--- src/rtl/cbs_pkg.sv ---
// ---------------------------------------------------------------------------
// cbs_pkg
// Shared types and constants of the cubic B-spline segment evaluator.
// ---------------------------------------------------------------------------
package cbs_pkg;

  localparam int MAX_POINTS_DEF  = 64;
  localparam int MAX_SAMPLES_DEF = 64;

  localparam int CNT_W   = 7;   // sample_count and point_count
  localparam int IDX_W   = 6;   // point_index and segment_start
  localparam int COORD_W = 16;  // Q2.13 coordinates
  localparam int T_W     = 17;  // t in Q0.16 plus one bit for 1.0
  localparam int PADDR_W = 4;

  localparam logic [T_W-1:0] T_ONE = 17'h10000;

  // floor(x/3) = (x * RECIP3) >> RECIP3_SH, exact for x < 2^19
  localparam logic [18:0] RECIP3    = 19'd349526;
  localparam int          RECIP3_SH = 20;

  // one quotient bit per step for 65536 / d
  localparam int DIV_STEPS = 17;

  localparam logic [CNT_W-1:0] SAMPLE_COUNT_RST = 7'd64;

  localparam logic OP_WRITE = 1'b0;
  localparam logic OP_EVAL  = 1'b1;

  localparam logic [1:0] REG_SAMPLE_COUNT = 2'd0;
  localparam logic [1:0] REG_CLOSED_LOOP  = 2'd1;
  localparam logic [1:0] REG_POINT_COUNT  = 2'd2;

  typedef struct packed {
    logic [CNT_W-1:0] sample_count;
    logic             closed_loop;
    logic [CNT_W-1:0] point_count;
  } cbs_cfg_t;

  typedef struct packed {
    logic             div_start;  // start 65536 / d
    logic             t_init;     // reset the t generator
    logic [5:0]       d;          // clamped sample_count - 1
    logic             rd_en;      // control point read
    logic [1:0]       rd_slot;
    logic [CNT_W-1:0] rd_idx;
    logic             issue;      // sample token offered
    logic             rej;        // token is a rejected segment
    logic             last;       // token closes the run
  } cbs_cmd_t;

  typedef struct packed {
    logic load_busy;   // divider or point read in flight
    logic adv;         // pipeline moves this cycle
    logic pipe_empty;  // no token left, output drained
  } cbs_stat_t;

endpackage

--- src/rtl/cbs_regs.sv ---
// ---------------------------------------------------------------------------
// cbs_regs
// Configuration register file behind a simple APB-style port.
// ---------------------------------------------------------------------------
module cbs_regs
  import cbs_pkg::*;
(
  input  logic               clk,
  input  logic               rst,
  input  logic               psel,
  input  logic               penable,
  input  logic               pwrite,
  input  logic [PADDR_W-1:0] paddr,
  input  logic [31:0]        pwdata,
  output logic [31:0]        prdata,
  output logic               pready,
  output cbs_cfg_t           cfg
);

  logic wr_en;

  assign pready = 1'b1;
  assign wr_en  = psel && penable && pwrite;

  always_ff @(posedge clk) begin
    if (rst) begin
      cfg.sample_count <= SAMPLE_COUNT_RST;
      cfg.closed_loop  <= 1'b0;
      cfg.point_count  <= '0;
    end else if (wr_en) begin
      unique case (paddr[3:2])
        REG_SAMPLE_COUNT: cfg.sample_count <= pwdata[CNT_W-1:0];
        REG_CLOSED_LOOP:  cfg.closed_loop  <= pwdata[0];
        REG_POINT_COUNT:  cfg.point_count  <= pwdata[CNT_W-1:0];
        default: ;
      endcase
    end
  end

  always_comb begin
    unique case (paddr[3:2])
      REG_SAMPLE_COUNT: prdata = {25'd0, cfg.sample_count};
      REG_CLOSED_LOOP:  prdata = {31'd0, cfg.closed_loop};
      REG_POINT_COUNT:  prdata = {25'd0, cfg.point_count};
      default:          prdata = '0;
    endcase
  end

endmodule

--- config.mk ---
export PLATFORM = sky130hd
export DESIGN_NAME = cbs_regs
export DESIGN_NICKNAME = d
export VERILOG_FILES = /design/src/rtl/cbs_pkg.sv /design/src/rtl/cbs_regs.sv
export SDC_FILE = /design/constraint.sdc
export NUM_CORES = 1
export LEC_CHECK = 0
export ABC_CLOCK_PERIOD_IN_PS = 1200
export BUFFER_PORTS_ARGS = -buffer_cell sky130_fd_sc_hd__buf_2
export CAP_MARGIN = 20
export CORE_ASPECT_RATIO = 1.25
export CORE_MARGIN = 2
export CORE_UTILIZATION = 40
export CTS_BUF_LIST = sky130_fd_sc_hd__clkbuf_16
export DETAILED_ROUTE_END_ITERATION = 10
export PLACE_DENSITY = 0.85
export SLEW_MARGIN = 0
export SYNTH_ARGS = -nofsm -noshare
export SYNTH_HDL_FRONTEND = slang
export SYNTH_SLANG_ARGS = --single-unit
--- constraint.sdc ---
create_clock -name clk -period 1.2 [get_ports clk]
set_input_delay 0.06 -clock clk [delete_from_list [all_inputs] [get_ports clk]]
set_output_delay 0.06 -clock clk [all_outputs]
set_load 0.02 [all_outputs]
== Yosys cells after proc, flatten, opt, wreduce, memory -nomap -nowiden ==
Index checks and enable logic that the tools add are counted.

* Input bits: 41
* Register bits: 15
* Logic and storage cells: 12

* Eq/ne operators: 2
* Reductions and logical operators: 6
* Multiplexer cells: 1

{| class="wikitable"
|+ Operators with widths
! cell !! count
|-
| 7-bit case mux with 3 select lines || 1
|-
| 2-bit AND reduction || 3
|-
| 2-bit by 1-bit equality test with 1-bit output (second input constant) || 1
|-
| 2-bit equality test (second input constant) || 1
|-
| 1-bit logical AND || 2
|-
| 2-bit zero test || 1
|}

== Logic depth before layout (Yosys ltp) ==
Gate-level depths: netlist (run 1).

* Word-level depth: 3
* Depth in mapped cells: 4

== Worst setup path after synthesis (run 1) ==
OpenSTA, ideal clock, no wires.

* Path kind: flip-flop to output port
* Start point: register cfg[7] in the netlist's numbering
* End point: output port prdata[0]
* Data required time: 1140 ps
* Arrival time: 1027 ps
* Cell stages (with the launch flop): 3
* Setup slack: 113 ps
* Path through: dfxtp_1 -> mux2i_1 -> o21ai_0

* Cells in the longest elaborated chain, start to end: 1

{| class="wikitable"
|+ RTL lines
! element !! line !! source
|-
| start: declaration || cbs_regs.sv:17 || <nowiki>output cbs_cfg_t cfg</nowiki>
|-
| 7-bit case mux with 3 select lines || cbs_regs.sv:41 || <nowiki>unique case (paddr[3:2])</nowiki>
|-
| end: declaration || cbs_regs.sv:15 || <nowiki>output logic [31:0] prdata,</nowiki>
|}

No other way between the ends.

== Final worst setup path (run 1) ==
Same ends and word-level chain as after synthesis.

==> results of run 1 <==
[worst max-delay path, stage by stage (launching register included)]
cell and delay [ps]:
dfxtp_1 340, mux2i_1 70, o21ai_0 150, buf_2 190
[layer usage]
| metal | wire length [um] | track usage (%) | up-vias |
|---|---|---|---|
| li1 | - | - | 365 |
| met1 | 772 | 18.3 | 343 |
| met2 | 871 | 23.3 | 50 |
| met3 | 156 | 2.74 | 6 |
| met4 | 53 | 10.4 | 0 |
| met5 | 0 | 0 | - |
[layout by cell type (no fill, tap or decap)]
| cell type | Yosys | final |
|---|---|---|
| nor2_1 | 8 | 8 |
| nor3b_2 | 1 | 1 |
| mux2i_1 | 22 | 22 |
| nand2_1 | 1 | 1 |
| clkinv_2 | 0 | 1 |
| conb_1 | 2 | 26 |
| buf_2 | 2 | 35 |
| dfxtp_1 | 15 | 15 |
| or3_1 | 1 | 1 |
| nand4_1 | 1 | 1 |
| nand3_2 | 1 | 1 |
| o21ai_0 | 1 | 1 |
| nor3_2 | 1 | 1 |
| nor3b_1 | 1 | 1 |
| clkbuf_16 | 0 | 3 |
| nand2b_1 | 21 | 21 |
| nor2b_1 | 1 | 1 |
| buf_4 | 27 | 2 |
[cell families (layout without fill, tap and decap cells)]
kind of cell,after synthesis,after routing,share of synthesized area (%)
AOI/OAI and AO/OA,1,1,0.512
buffers and inverters,31,41,22.5
DFF,15,15,30.7
muxes,22,22,22.5
other,2,26,0.769
and+or+nand+nor,37,37,22.9
[metrics by stage]
stage	cells	setup WS, ps
2_1_floorplan	132	113
3_3_place_gp	171	205
3_5_place_dp	171	189
4_1_cts	175	112
5_1_grt	175	69.5
6_report	175	143
[power by group]
| group | internal [mW] | switching, mW | leakage [nW] |
|---|---|---|---|
| Sequential | 0.506 | 0.00482 | 0.121 |
| Combinational | 0.0546 | 0.135 | 0.441 |
| Clock | 0.446 | 0.213 | 0.0409 |
[layout make-up]
cell class              instances  area (um^2)  share of cell area, %
clock buffers                   3         75.1                   6.48
clock inverters                 1         5.00                  0.432
multi-input cells              86          547                   47.2
flip-flops and latches         15          300                   25.9
well taps                      33         41.3                   3.56
repair buffers                 37          190                   16.4
[final timing paths]
check | slack (ps) | depth (start not counted) | start | to
setup / recovery | 140 | 3 | cfg[7] | prdata[0]
hold / removal | 90 | 3 | pwdata[6] | cfg[6]
setup reg to reg | 570 | 2 | cfg[2] | cfg[2]
hold reg to reg | 490 | 2 | cfg[5] | cfg[5]
==> impl_metrics.toml, run 1 <==
[outcome]
status = "finished, final reports clean"

[logic_synthesis]
yosysWarningCount = 0
synth_cells = 108
ys_seq_area_share_pct = 30.7
synth_ff_type = "dfxtp_1"
ys_types = 17
synth_most_common_cell = "buf_4"
synth_seq_cells = 15
synth_top_cell_area_share_pct = 30.7
synth_area_um2 = 977
synth-async-reset-ratio_pct = 0
synth_top_area_cell = "dfxtp_1"
yosys-top-cells-area = "dfxtp_1, mux2i_1, buf_4"
synthTopCellsByCount = "buf_4, mux2i_1, nand2b_1"
synth_edf_count = 0
synth_area_per_cell_um2 = 9.05

[grt]
grt_pass1_wl_um = 3020
grt_max_degree = 24
grt_usage_pct = 15.2
grt_overflow = 0
antenna_found_initial = 0
grt_pass1_vias = 704

[placed_design]
dpl.hpwl_um = 1470
io_buffers = 35
gp_congestion = 0.733
placed_area_um2 = 1080

[die]
initial_core_util_pct = 41.1
rows = 20
die_h_um = 59.3
pin_count = 89
die-area_um2 = 2860
coreArea_um2 = 2380
die_x_um = 48.2

[finish]
drive_above_1_share_pct = 31.0
antenna_cells = 0
fin_area_um2 = 1160
areaGrowthSynthToFinish_pct = 18.6
largest_reg_flops = 15
nets = 184
top_register = "cfg"
top_regs = "cfg: 15 flops"
final_util_pct = 48.7
fill_cells = 239

[cts]
cts_setup_buffers = 0
cts_made_buffers = 3
htreeDepth = 1
cts_sinks = 15
post_cts_resized = 0
cts_tree = "done"
clk_latency_ps = 250
cts_hold_buffers = 0
cts_buffer_depth = 2
cts-root-buf = "clkbuf_16"
clkSlewWorstSetupHoldPaths_ps = 50

[timing]
fin_crit_sh_pct = 88.1
drv_slew = 0
tns_ps = 0
whs_ps = 87.2
min_period_ps = 1060
finalHoldViolCount = 0
max_freq_ghz = 0.946
fin_worst_skew_ps = 0
setup_viol = 0
grt_setup_unrepaired = "false"

[critical_path]
worstSetupEndpointType = "output port"
crit_fanout = 3
worstSetupStartpointType = "flip-flop"
crit_required_ps = 1140
path_class = "reg -> out"
arrival_ps = 1000

[power]
worst_ir_drop_vdd_mv = 0.784
power.density_nw_per_um2 = 1170
totalPowerFinal_mw = 1.36
p_leak_nw = 0.603

[routing]
vias = 764
ant_nets = 0
drc = 0
wl_um = 1850
drt_iter0_drc = 12
viasPerCell = 4.37
wl_per_cell_um = 10.6
first_pass_iters = 4

[min_path]
hp-class = "in -> reg"

[run]
maxCapViolCount = 0
Note: power is estimated with default switching activity, not from simulation.
==> run 2: changes to the inputs <==
--- a/config.mk
+++ b/config.mk
@@ -14,6 +14,7 @@
 export CTS_BUF_LIST = sky130_fd_sc_hd__clkbuf_16
 export DETAILED_ROUTE_END_ITERATION = 10
 export PLACE_DENSITY = 0.85
+export RECOVER_POWER = 50
 export SLEW_MARGIN = 0
 export SYNTH_ARGS = -nofsm -noshare
 export SYNTH_HDL_FRONTEND = slang
==> run 2 against run 1 <==
Net effect: cell count did not move; critical path depth unchanged; die area did not move; register-to-register slack is essentially flat; highest routed layer unchanged.
==> impl_metrics.toml, run 2 (synthesized netlist as in run 1, its figures left out) <==
[power]
p_leak_nw = 0.576
worst_ir_drop_vdd_mv = 0.747
power.density_nw_per_um2 = 1190
totalPowerFinal_mw = 1.36

[timing]
fin_worst_skew_ps = 0
whs_ps = 88.0
finalWorstSetupSlack_ps = 139
fin_crit_sh_pct = 88.4
drv_slew = 0
tns_ps = 0
setup_viol = 0
max_freq_ghz = 0.942
finalHoldViolCount = 0
grt_setup_unrepaired = "false"
min_period_ps = 1060

[routing]
drc = 0
first_pass_iters = 4
wl_um = 1870
wl_per_cell_um = 10.7
ant_nets = 0
vias = 757
viasPerCell = 4.33
drt_iter0_drc = 11

[placed_design]
io_buffers = 35
gp_congestion = 0.733
placed_cells = 171
place_ws_ps = 189
dpl.hpwl_um = 1470

[die]
pin_count = 89
die-area_um2 = 2860
die_h_um = 59.3
die_x_um = 48.2
coreArea_um2 = 2380
initial_core_util_pct = 41.1
rows = 20

[finish]
drive_above_1_share_pct = 25.4
seqCellArea_um2 = 300
fill_cells = 240
nets = 184
areaGrowthSynthToFinish_pct = 16.5
top_regs = "cfg: 15 flops"
layout_common_cells = "buf_2, conb_1, mux2i_1"
antenna_cells = 0
largest_reg_flops = 15
multi_input_area_um2 = 537
top_register = "cfg"
finalNonFillerCells = 175
final_common_cell = "buf_2"

[cts]
clkSlewWorstSetupHoldPaths_ps = 50
clk_latency_ps = 250
cts-root-buf = "clkbuf_16"
cts_sinks = 15
post_cts_resized = 0
cts_made_buffers = 3
cts_hold_buffers = 0
htreeDepth = 1
cts_setup_buffers = 0
cts_buffer_depth = 2
cts_tree = "done"

[critical_path]
worstSetupStartpointType = "flip-flop"
worstSetupEndpointType = "output port"
crit_required_ps = 1140
path_class = "reg -> out"
worstPathCellList = "mux2i_1 > o21ai_0 > buf_2"
arrival_ps = 1000
crit_fanout = 3
slowest_delay_ps = 350
crit_slowest_cell = "dfxtp_1"

[grt]
grt_max_degree = 24
grt_usage_pct = 15.2
grt_pass1_wl_um = 3020
grt_pass1_vias = 704
grt_overflow = 0
antenna_found_initial = 0

[min_path]
hp-class = "in -> reg"

[run]
maxCapViolCount = 0

[outcome]
status = "finished, final reports clean"
-- run 2: cell count changes in the layout (fill, tap and decap cells not counted), sizes merged --
cell	previous run	this run
buf	37	31
clkbuf	3	9
-- run 2: layout make-up --
type | count | area share (%)
clock inverters | 1 | 0.440
clock buffers | 3 | 6.59
multi-input cells | 86 | 47.1
well taps | 33 | 3.63
flip-flops and latches | 15 | 26.4
repair buffers | 37 | 15.8
-- run 2: per-stage QoR --
step / cell area, um^2 / util, %
detailed placement: 1080 / 45.4
CTS: 1160 / 48.7
finish: 1140 / 47.9
floorplan: 1070 / -
global route: 1140 / 47.9
global placement: 1080 / 45.4
-- run 2: layer usage --
metal / global-route usage (%) / part of all wire [%]
met5: 0 / 0
met4: 10.4 / 2.8
met3: 2.74 / 8.4
met2: 23.3 / 46
met1: 18.3 / 42
-- run 2: final timing paths --
check / slack (ps) / cells after the start / endpoint / start
max: 140 / 3 / prdata[0] / cfg[7]
min: 90 / 3 / cfg[6] / pwdata[6]
max reg2reg: 570 / 2 / cfg[2] / cfg[2]
min reg2reg: 490 / 2 / cfg[8] / cfg[8]
-- run 2: power breakdown --
part           switching (mW)  internal (mW)  leakage, nW
Combinational           0.134         0.0525        0.414
Sequential            0.00490          0.506        0.121
Clock                   0.212          0.446       0.0409
-- run 2: worst max-delay path, delay by kind of cell, from the launching register on --
kind | cells | cell delay, ps
buf+inv | 1 | 190
compound gates | 1 | 150
mux | 1 | 70
flops | 1 | 350
