## src/rtl/cbs_pkg.sv

```systemverilog
// ---------------------------------------------------------------------------
// cbs_pkg
// Shared types and constants of the cubic B-spline segment evaluator.
// ---------------------------------------------------------------------------
package cbs_pkg;

  localparam int MAX_POINTS_DEF  = 64;
  localparam int MAX_SAMPLES_DEF = 64;

  localparam int CNT_W   = 7;   // sample_count and point_count
  localparam int IDX_W   = 6;   // point_index and segment_start
  localparam int COORD_W = 16;  // Q2.13 coordinates
  localparam int T_W     = 17;  // t in Q0.16 plus one bit for 1.0
  localparam int PADDR_W = 4;

  localparam logic [T_W-1:0] T_ONE = 17'h10000;

  // floor(x/3) = (x * RECIP3) >> RECIP3_SH, exact for x < 2^19
  localparam logic [18:0] RECIP3    = 19'd349526;
  localparam int          RECIP3_SH = 20;

  // one quotient bit per step for 65536 / d
  localparam int DIV_STEPS = 17;

  localparam logic [CNT_W-1:0] SAMPLE_COUNT_RST = 7'd64;

  localparam logic OP_WRITE = 1'b0;
  localparam logic OP_EVAL  = 1'b1;

  localparam logic [1:0] REG_SAMPLE_COUNT = 2'd0;
  localparam logic [1:0] REG_CLOSED_LOOP  = 2'd1;
  localparam logic [1:0] REG_POINT_COUNT  = 2'd2;

  typedef struct packed {
    logic [CNT_W-1:0] sample_count;
    logic             closed_loop;
    logic [CNT_W-1:0] point_count;
  } cbs_cfg_t;

  typedef struct packed {
    logic             div_start;  // start 65536 / d
    logic             t_init;     // reset the t generator
    logic [5:0]       d;          // clamped sample_count - 1
    logic             rd_en;      // control point read
    logic [1:0]       rd_slot;
    logic [CNT_W-1:0] rd_idx;
    logic             issue;      // sample token offered
    logic             rej;        // token is a rejected segment
    logic             last;       // token closes the run
  } cbs_cmd_t;

  typedef struct packed {
    logic load_busy;   // divider or point read in flight
    logic adv;         // pipeline moves this cycle
    logic pipe_empty;  // no token left, output drained
  } cbs_stat_t;

endpackage

```

## src/rtl/cbs_ctrl.sv

```systemverilog
// ---------------------------------------------------------------------------
// cbs_ctrl
// Sequencer: segment check, control point fetch, sample issue and drain.
// ---------------------------------------------------------------------------
module cbs_ctrl
  import cbs_pkg::*;
#(
  parameter int MAX_POINTS  = MAX_POINTS_DEF,
  parameter int MAX_SAMPLES = MAX_SAMPLES_DEF
) (
  input  logic             clk,
  input  logic             rst,
  input  logic             in_valid,
  input  logic             op,
  input  logic [IDX_W-1:0] segment_start,
  input  cbs_cfg_t         cfg,
  input  cbs_stat_t        stat,
  output logic             in_stall,
  output cbs_cmd_t         cmd
);

  typedef enum logic [2:0] {
    ST_IDLE,
    ST_LOAD,
    ST_RUN,
    ST_REJ,
    ST_DRAIN
  } state_t;

  localparam logic [10:0]      MAX_PTS_V = 11'(MAX_POINTS);
  localparam logic [CNT_W-1:0] MAX_SMP_V = CNT_W'(MAX_SAMPLES);

  state_t           state;
  logic [IDX_W-1:0] start;
  logic [CNT_W-1:0] cnt;
  logic [CNT_W-1:0] j;
  logic [2:0]       rd_cnt;

  logic [CNT_W-1:0] cnt_in;
  logic [CNT_W-1:0] n_in;
  logic [5:0]       d_in;
  logic             seg_ok;
  logic [CNT_W-1:0] k_sum;
  logic [CNT_W-1:0] k_addr;

  assign in_stall = (state != ST_IDLE);

  always_comb begin
    cnt_in = ({4'd0, cfg.point_count} > MAX_PTS_V) ? MAX_PTS_V[CNT_W-1:0] : cfg.point_count;

    if (cfg.sample_count < 7'd2) begin
      n_in = 7'd2;
    end else if (cfg.sample_count > MAX_SMP_V) begin
      n_in = MAX_SMP_V;
    end else begin
      n_in = cfg.sample_count;
    end
    d_in = 6'(n_in - 7'd1);

    if (cnt_in < 7'd4) begin
      seg_ok = 1'b0;
    end else if (cfg.closed_loop) begin
      seg_ok = {1'b0, segment_start} < cnt_in;
    end else begin
      seg_ok = {1'b0, segment_start} <= (cnt_in - 7'd4);
    end

    // index of point start + rd_cnt, wrapped once around the ring
    k_sum  = {1'b0, start} + {5'd0, rd_cnt[1:0]};
    k_addr = (k_sum >= cnt) ? (k_sum - cnt) : k_sum;
  end

  always_ff @(posedge clk) begin
    if (rst) begin
      state  <= ST_IDLE;
      cmd    <= '0;
      j      <= '0;
      rd_cnt <= '0;
    end else begin
      cmd.div_start <= 1'b0;
      cmd.t_init    <= 1'b0;
      cmd.rd_en     <= 1'b0;
      unique case (state)
        ST_IDLE: begin
          if (in_valid && op == OP_EVAL) begin
            start  <= segment_start;
            cnt    <= cnt_in;
            cmd.d  <= d_in;
            j      <= '0;
            rd_cnt <= '0;
            if (seg_ok) begin
              state         <= ST_LOAD;
              cmd.div_start <= 1'b1;
              cmd.t_init    <= 1'b1;
            end else begin
              state     <= ST_REJ;
              cmd.issue <= 1'b1;
              cmd.rej   <= 1'b1;
              cmd.last  <= 1'b1;
            end
          end
        end
        ST_LOAD: begin
          if (!rd_cnt[2]) begin
            cmd.rd_en   <= 1'b1;
            cmd.rd_slot <= rd_cnt[1:0];
            cmd.rd_idx  <= k_addr;
            rd_cnt      <= rd_cnt + 3'd1;
          end else if (!cmd.rd_en && !cmd.div_start && !stat.load_busy) begin
            state <= ST_RUN;
          end
        end
        ST_RUN: begin
          if (!cmd.issue || stat.adv) begin
            if (j > {1'b0, cmd.d}) begin
              cmd.issue <= 1'b0;
              cmd.last  <= 1'b0;
              state     <= ST_DRAIN;
            end else begin
              cmd.issue <= 1'b1;
              cmd.last  <= (j == {1'b0, cmd.d});
              j         <= j + 7'd1;
            end
          end
        end
        ST_REJ: begin
          if (stat.adv) begin
            cmd.issue <= 1'b0;
            cmd.rej   <= 1'b0;
            cmd.last  <= 1'b0;
            state     <= ST_DRAIN;
          end
        end
        ST_DRAIN: begin
          if (stat.pipe_empty) begin
            state <= ST_IDLE;
          end
        end
        default: state <= ST_IDLE;
      endcase
    end
  end

endmodule

```

## config.mk

```make
export PLATFORM = sky130hd
export DESIGN_NAME = cbs_ctrl
export DESIGN_NICKNAME = d
export VERILOG_FILES = /design/src/rtl/cbs_pkg.sv /design/src/rtl/cbs_ctrl.sv
export SDC_FILE = /design/constraint.sdc
export NUM_CORES = 1
export LEC_CHECK = 0
export ABC_AREA = 1
export BUFFER_PORTS_ARGS = -buffer_cell sky130_fd_sc_hd__buf_2
export CAP_MARGIN = 20
export CORE_AREA = 5 5 78 80
export DETAILED_ROUTE_END_ITERATION = 6
export DIE_AREA = 0 0 83 85
export HOLD_SLACK_MARGIN = 0.05
export PLACE_DENSITY = 0.93
export REMOVE_ABC_BUFFERS = 1
export SKIP_CTS_REPAIR_TIMING = 1
export SLEW_MARGIN = 0
export SYNTH_ARGS = -nofsm -noshare
export SYNTH_HDL_FRONTEND = slang
export SYNTH_SLANG_ARGS = --single-unit
```

## constraint.sdc

```tcl
create_clock -name clk -period 6.63 [get_ports clk]
set_input_delay 1.326 -clock clk [delete_from_list [all_inputs] [get_ports clk]]
set_output_delay 1.326 -clock clk [all_outputs]
set_load 0.05 [all_outputs]
```

Yosys cells after proc, flatten, opt, wreduce, memory -nomap -nowiden
Index checks and enable logic that the tools add are counted.
Widths: inputs -> output; s select.
{"block": "totals", "ff_bits": 47, "input_bits": 28, "out_inout_bits": 22, "word_cells": 108}
{"block": "op_classes", "addsub": 6, "order_cmp": 8, "n_eq_ne": 15, "n_mux": 34, "bitwise": 5, "n_reduce_logical": 25}
{"op": "$mux 3", "n": 12}
{"op": "$mux 7", "n": 5}
{"op": "$ne 2x2->1 const B", "n": 10}
{"op": "$pmux 3 s5", "n": 1}
{"op": "$gt 7x7->1 const B", "n": 2}
{"op": "$pmux 7 s2", "n": 1}
{"op": "$mux 6", "n": 2}
{"op": "$mux 10", "n": 1}
{"op": "$reduce_and 4->1", "n": 2}
{"op": "$add 6x2->7", "n": 1}
{"op": "$add 7x1->7 const B", "n": 1}
{"op": "$eq 7x6->1", "n": 1}
{"op": "$ge 7x7->1", "n": 1}
{"op": "$gt 7x6->1", "n": 1}
{"op": "$le 6x7->1", "n": 1}
{"op": "$lt 6x7->1", "n": 1}
{"op": "$lt 7x2->1 const B", "n": 1}
{"op": "$lt 7x3->1 const B", "n": 1}
{"op": "$reduce_and 7->1", "n": 1}
{"op": "$sub 7x3->7 const B", "n": 1}
{"op": "$sub 7x7->7", "n": 1}
{"op": "$eq 3x2->1 const B", "n": 2}
{"op": "$mux 1", "n": 6}
{"op": "$pmux 1 s3", "n": 2}
{"op": "other kinds (19)", "n": 35}

Longest topological paths before layout
{"block": "depth", "depth_word": 9, "mapped_depth": 21, "ltp_nobuf": 21}

Worst setup path after synthesis
No wires, ideal clock.
{"block": "synth_path", "path_type": "input -> register", "from": "input cfg[4] (netlist bit)", "to": "register cmd[2] (netlist bit)", "setup_ns": 0.117, "t_arrival_ns": 3.157, "t_required_ns": 6.513, "setup_slack_ns": 3.356, "stages": 19, "path_buffers": 0, "path_cell_list": "nor2_1 -> nand3_1 -> nand2_1 -> inv_1 -> nor2_1 -> inv_1 -> ha_1 -> xnor2_1 -> ha_1 -> nand2_1 -> inv_1 -> nand2_1 -> nand2_1 -> nand2_1 -> nand2_1 -> nand2_1 -> nand3_1 -> a21oi_1 -> nor2_2"}
{"block": "synth_via", "elab_chain_len": 8, "word_cells_on_any_way": 10, "cone_classes": "1 x add/sub; 4 x order compare; 1 x eq/ne; 3 x mux; 1 x reduce/logical"}
{"element": "from (decl)", "line_no": "cbs_ctrl.sv:16", "source": "input cbs_cfg_t cfg,"}
{"element": "$gt 7x7->1 *", "line_no": "cbs_ctrl.sv:49", "source": "cnt_in = ({4'd0, cfg.point_count} > MAX_PTS_V) ? MAX_PTS_V[CNT_W-1:0] : cfg.point_count;"}
{"element": "$mux 7 *", "line_no": "cbs_ctrl.sv:49"}
{"element": "via cnt_in[3]", "line_no": "cbs_ctrl.sv:39", "source": "logic [CNT_W-1:0] cnt_in;"}
{"element": "$sub 7x3->7", "line_no": "cbs_ctrl.sv:65", "source": "seg_ok = {1'b0, segment_start} <= (cnt_in - 7'd4);"}
{"element": "$le 6x7->1", "line_no": "cbs_ctrl.sv:65"}
{"element": "$mux 1", "line_no": "cbs_ctrl.sv:62", "source": "end else if (cfg.closed_loop) begin"}
{"element": "$mux 1 *", "line_no": "cbs_ctrl.sv:60", "source": "if (cnt_in < 7'd4) begin"}
{"element": "$ne 2x2->1 (no line) *"}
{"element": "$reduce_and 5->1 (no line) *"}
{"element": "to (decl)", "line_no": "cbs_ctrl.sv:19", "source": "output cbs_cmd_t cmd"}
Mark *: on every way through the listed nets, which the timed path passes. The rest lies on a longest branch.
A chain may end at the register's enable or synchronous reset.

Final worst setup path
{"block": "layout_path", "from": "input cfg[4] (netlist bit)", "to": "register cmd[1] (netlist bit)"}
{"block": "layout_via", "elab_chain_len": 8, "word_cells_on_any_way": 10, "cone_classes": "1 x add/sub; 4 x order compare; 1 x eq/ne; 3 x mux; 1 x reduce/logical"}
{"element": "$gt 7x7->1 *", "line_no": "cbs_ctrl.sv:49"}
{"element": "$mux 7 *", "line_no": "cbs_ctrl.sv:49"}
{"element": "via cnt_in[3]", "line_no": "cbs_ctrl.sv:39"}
{"element": "$sub 7x3->7", "line_no": "cbs_ctrl.sv:65"}
{"element": "$le 6x7->1", "line_no": "cbs_ctrl.sv:65"}
{"element": "$mux 1", "line_no": "cbs_ctrl.sv:62"}
{"element": "$mux 1 *", "line_no": "cbs_ctrl.sv:60"}
{"element": "$ne 2x2->1 (no line) *"}
{"element": "$reduce_and 4->1 (no line) *"}
Marked as above.

==> impl_metrics.env <==
export IMPL_netlist_cell_type_count=36
export IMPL_core_area_um2=5340
export IMPL_total_congestion_overflow_after_global_routing=0
export IMPL_area_growth_synth_to_final_pct=12.0
export IMPL_totalWireLength_um=6980
export IMPL_drcViolationCount=0
export IMPL_syn_mean_instance_area_um2=7.50
export IMPL_synth_yosys_warnings=0
export IMPL_first_global_vias=2717
export IMPL_dr_total_vias=2875
export IMPL_number_of_endpoints_with_negative_hold_slack_in_the_final_report=0
export IMPL_yosysTopAreaCellShare_pct=21.4
export IMPL_netlist_top_cells_area="sky130_fd_sc_hd__dfxtp_1 21%, sky130_fd_sc_hd__edfxtp_1 13%, sky130_fd_sc_hd__ha_1 12%"
export IMPL_setup_viol_count_final=0
export IMPL_ios=50
export IMPL_largest_net_degree_at_the_start_of_global_routing=21
export IMPL_worst_hold_startpoint="cmd[1]$_SDFFE_PP0P_"
export IMPL_stdcell_area_um2=3450
export IMPL_critPathLaunchType="primary input"
export IMPL_tritoncts="done"
export IMPL_tightest_slew_ns=0.746
export IMPL_path_clk_slew_ns=0.09
export IMPL_timing_rr_end="cmd[8]$_SDFFE_PP0P_"
export IMPL_drtAntennaViolNets=0
export IMPL_drt_initial_drc_count=172
export IMPL_primary_ff_master_synth="sky130_fd_sc_hd__dfxtp_1"
export IMPL_crit_type="primary input to flip-flop"
export IMPL_drive_above_1_share_pct=18.7
export IMPL_async_reset_ff_share_pct=0
export IMPL_setup_worst_path_start="cfg[4]"
export IMPL_clock_tree_root_cell="sky130_fd_sc_hd__clkbuf_8"
export IMPL_chipWidth_um=83
export IMPL_irDropWorstVdd_mv=0.104
export IMPL_mappedNetlistArea_um2=3080
export IMPL_drt_vias_per_instance=5.39
export IMPL_wire_per_inst_um=13.1
export IMPL_reg2reg_from="start[0]$_DFFE_PP_"
export IMPL_worstSetupEndpointType="flip-flop"
export IMPL_clk_latency_ns=0.30
export IMPL_clockBufferDepth=2
export IMPL_globalplace_congestion=0.913
export IMPL_timing_max_slew_rel_slack_pct=50.2
export IMPL_die_height_um=85
export IMPL_wire_length_of_the_first_global_routing_pass_um=11900
export IMPL_power_leakage_nw=1.71
export IMPL_dp_hpwl_um=5400
export IMPL_holdCritPathClass="flip-flop to flip-flop"
export IMPL_nNetsFinal=520
export IMPL_netlist_instances=411
export IMPL_synth_common_cells="74 x sky130_fd_sc_hd__nand2_1, 57 x sky130_fd_sc_hd__inv_1, 44 x sky130_fd_sc_hd__nor2_1"
export IMPL_tns_ns=0
export IMPL_antenna_diode_count=0
export IMPL_final_cell_count_no_fill=533
export IMPL_setup_reg_to_reg_worst_slack_ns=3.58
export IMPL_drv_max_cap_violation_count=0
export IMPL_number_of_flip_flops_and_latches_in_the_synthesized_netlist=46
export IMPL_placement_rows=27
export IMPL_critPathRequiredTime_ns=6.87
export IMPL_total_number_of_clock_tree_sinks=46
export IMPL_synth_largest_area_cell="sky130_fd_sc_hd__dfxtp_1"
export IMPL_firstDrtPassIters=4
export IMPL_post_synthesis_sequential_area_ratio_pct=34.1
export IMPL_outcome="finished clean"
export IMPL_timing_final_crit_period_ns=3.45
export IMPL_critical_path_max_fanout=5
export IMPL_endpoint="cmd[1]$_SDFFE_PP0P_"
export IMPL_finalPower_mw=0.794
export IMPL_cts_htree_levels=2
export IMPL_slew_violations=0
export IMPL_grt_util_all_layers_pct=20.2
export IMPL_number_of_enable_type_register_cells_in_the_synthesized_netlist=13
export IMPL_worst_path_setup_slack_after_routing_ns=3.18
export IMPL_ff2ff_path_depth=14
export IMPL_antenna_found_initial=0
export IMPL_synthMostInstantiatedCell="sky130_fd_sc_hd__nand2_1"
export IMPL_worst_ep_arrival_time_ns=3.68
export IMPL_placement_io_buffers=49
export IMPL_tritoncts_num_buffers=5
export IMPL_grt_setup_unrepaired="false"
export IMPL_timing_hold_ws_ns=0.456
export IMPL_dp_cells=525
export IMPL_initial_utilization_pct=57.8
export IMPL_placement_setup_worst_slack_ns=2.95
export IMPL_fmax_ghz=0.290
export IMPL_pwr_density_cell_nw_per_um2=230
export IMPL_detailed_place_area_um2=3370
export IMPL_fillCellCount=470
export IMPL_min_period_over_period_pct=52.0
export IMPL_fin_worst_skew_ns=0.0107
export IMPL_final_util_pct=64.7
export IMPL_die_area_um2=7060
[report_power, final]
| group | internal, mW | switching, mW | total (mW) |
|---|---|---|---|
| logic | 0.0912 | 0.209 | 0.300 |
| registers | 0.313 | 0.0178 | 0.331 |
| clock network | 0.0706 | 0.0926 | 0.163 |
| total | 0.475 | 0.319 | 0.794 |
[critical path, stage by stage]
cell	delay [ns]
sky130_fd_sc_hd__buf_2	0.10
sky130_fd_sc_hd__nor2_1	0.14
sky130_fd_sc_hd__nand3_1	0.10
sky130_fd_sc_hd__nand2_1	0.10
sky130_fd_sc_hd__inv_1	0.09
sky130_fd_sc_hd__nor2_1	0.15
sky130_fd_sc_hd__inv_1	0.10
sky130_fd_sc_hd__ha_1	0.22
sky130_fd_sc_hd__xnor2_1	0.14
sky130_fd_sc_hd__ha_1	0.30
sky130_fd_sc_hd__nand2_1	0.09
sky130_fd_sc_hd__inv_1	0.04
sky130_fd_sc_hd__nand2_1	0.06
sky130_fd_sc_hd__nand2_1	0.05
sky130_fd_sc_hd__nand2_1	0.05
sky130_fd_sc_hd__nand2_1	0.04
sky130_fd_sc_hd__nand2_1	0.10
sky130_fd_sc_hd__nand3_1	0.17
sky130_fd_sc_hd__nand3_1	0.13
sky130_fd_sc_hd__nand2_1	0.06
sky130_fd_sc_hd__a21oi_1	0.12
[layer usage]
metal,vias up,routed length (µm),GRT usage [%]
met5,-,0,0
met4,0,174,7.73
met3,18,417,4.27
met2,110,3470,36.4
met1,1312,2920,23.4
li1,1435,-,-
[cell usage in the layout, fill, tap and decap left out, drive strengths merged, types with 9 or more instances in the layout]
master | synthesis | final
inv | 66 | 66
nor2 | 50 | 50
nand2 | 79 | 79
nand3 | 28 | 28
a21oi | 41 | 41
edfxtp | 13 | 13
ha | 30 | 30
xor2 | 9 | 9
dfxtp | 33 | 33
o21ai | 18 | 18
nand4 | 9 | 9
buf | 4 | 49
[worst min-delay path by stage]
stage / endpoint / slack, ns / cells past startpoint
after global routing: cmd[1]$_SDFFE_PP0P_ / 0.48 / 2
after detailed placement: cmd[1]$_SDFFE_PP0P_ / 0.45 / 2
after global placement: cmd[1]$_SDFFE_PP0P_ / 0.43 / 2
final: cmd[1]$_SDFFE_PP0P_ / 0.46 / 2
after floorplan: rd_cnt[2]$_SDFFE_PP0P_ / 0.44 / 2
after CTS: cmd[1]$_SDFFE_PP0P_ / 0.46 / 2
[cell families (layout without fill, tap and decap cells)]
family,after synthesis,count (layout),synth area share (%)
flip-flops,46,46,34.1
AND/OR/NAND/NOR,179,179,26.6
adder cells (fa/ha/maj),32,32,13.5
XOR/XNOR,14,14,3.98
buffers and inverters,73,123,9.62
AO/OA/AOI/OAI,67,67,12.2
[layout make-up]
class,instances,area [µm²],area share [%]
Inverter,66,250,7.25
Clock inverter,3,11.3,0.326
Multi-Input combinational cell,292,1740,50.3
Timing Repair Buffer,49,245,7.10
Clock buffer,5,68.8,1.99
Tap cell,72,90.1,2.61
Sequential cell,46,1050,30.4
[registers in the layout, summed over array words and instances (netlist names)]
name and count:
rd_cnt 3, start 6, cmd 20, j 7
cnt 7, state 3
Note: power is estimated with default switching activity, not from simulation.
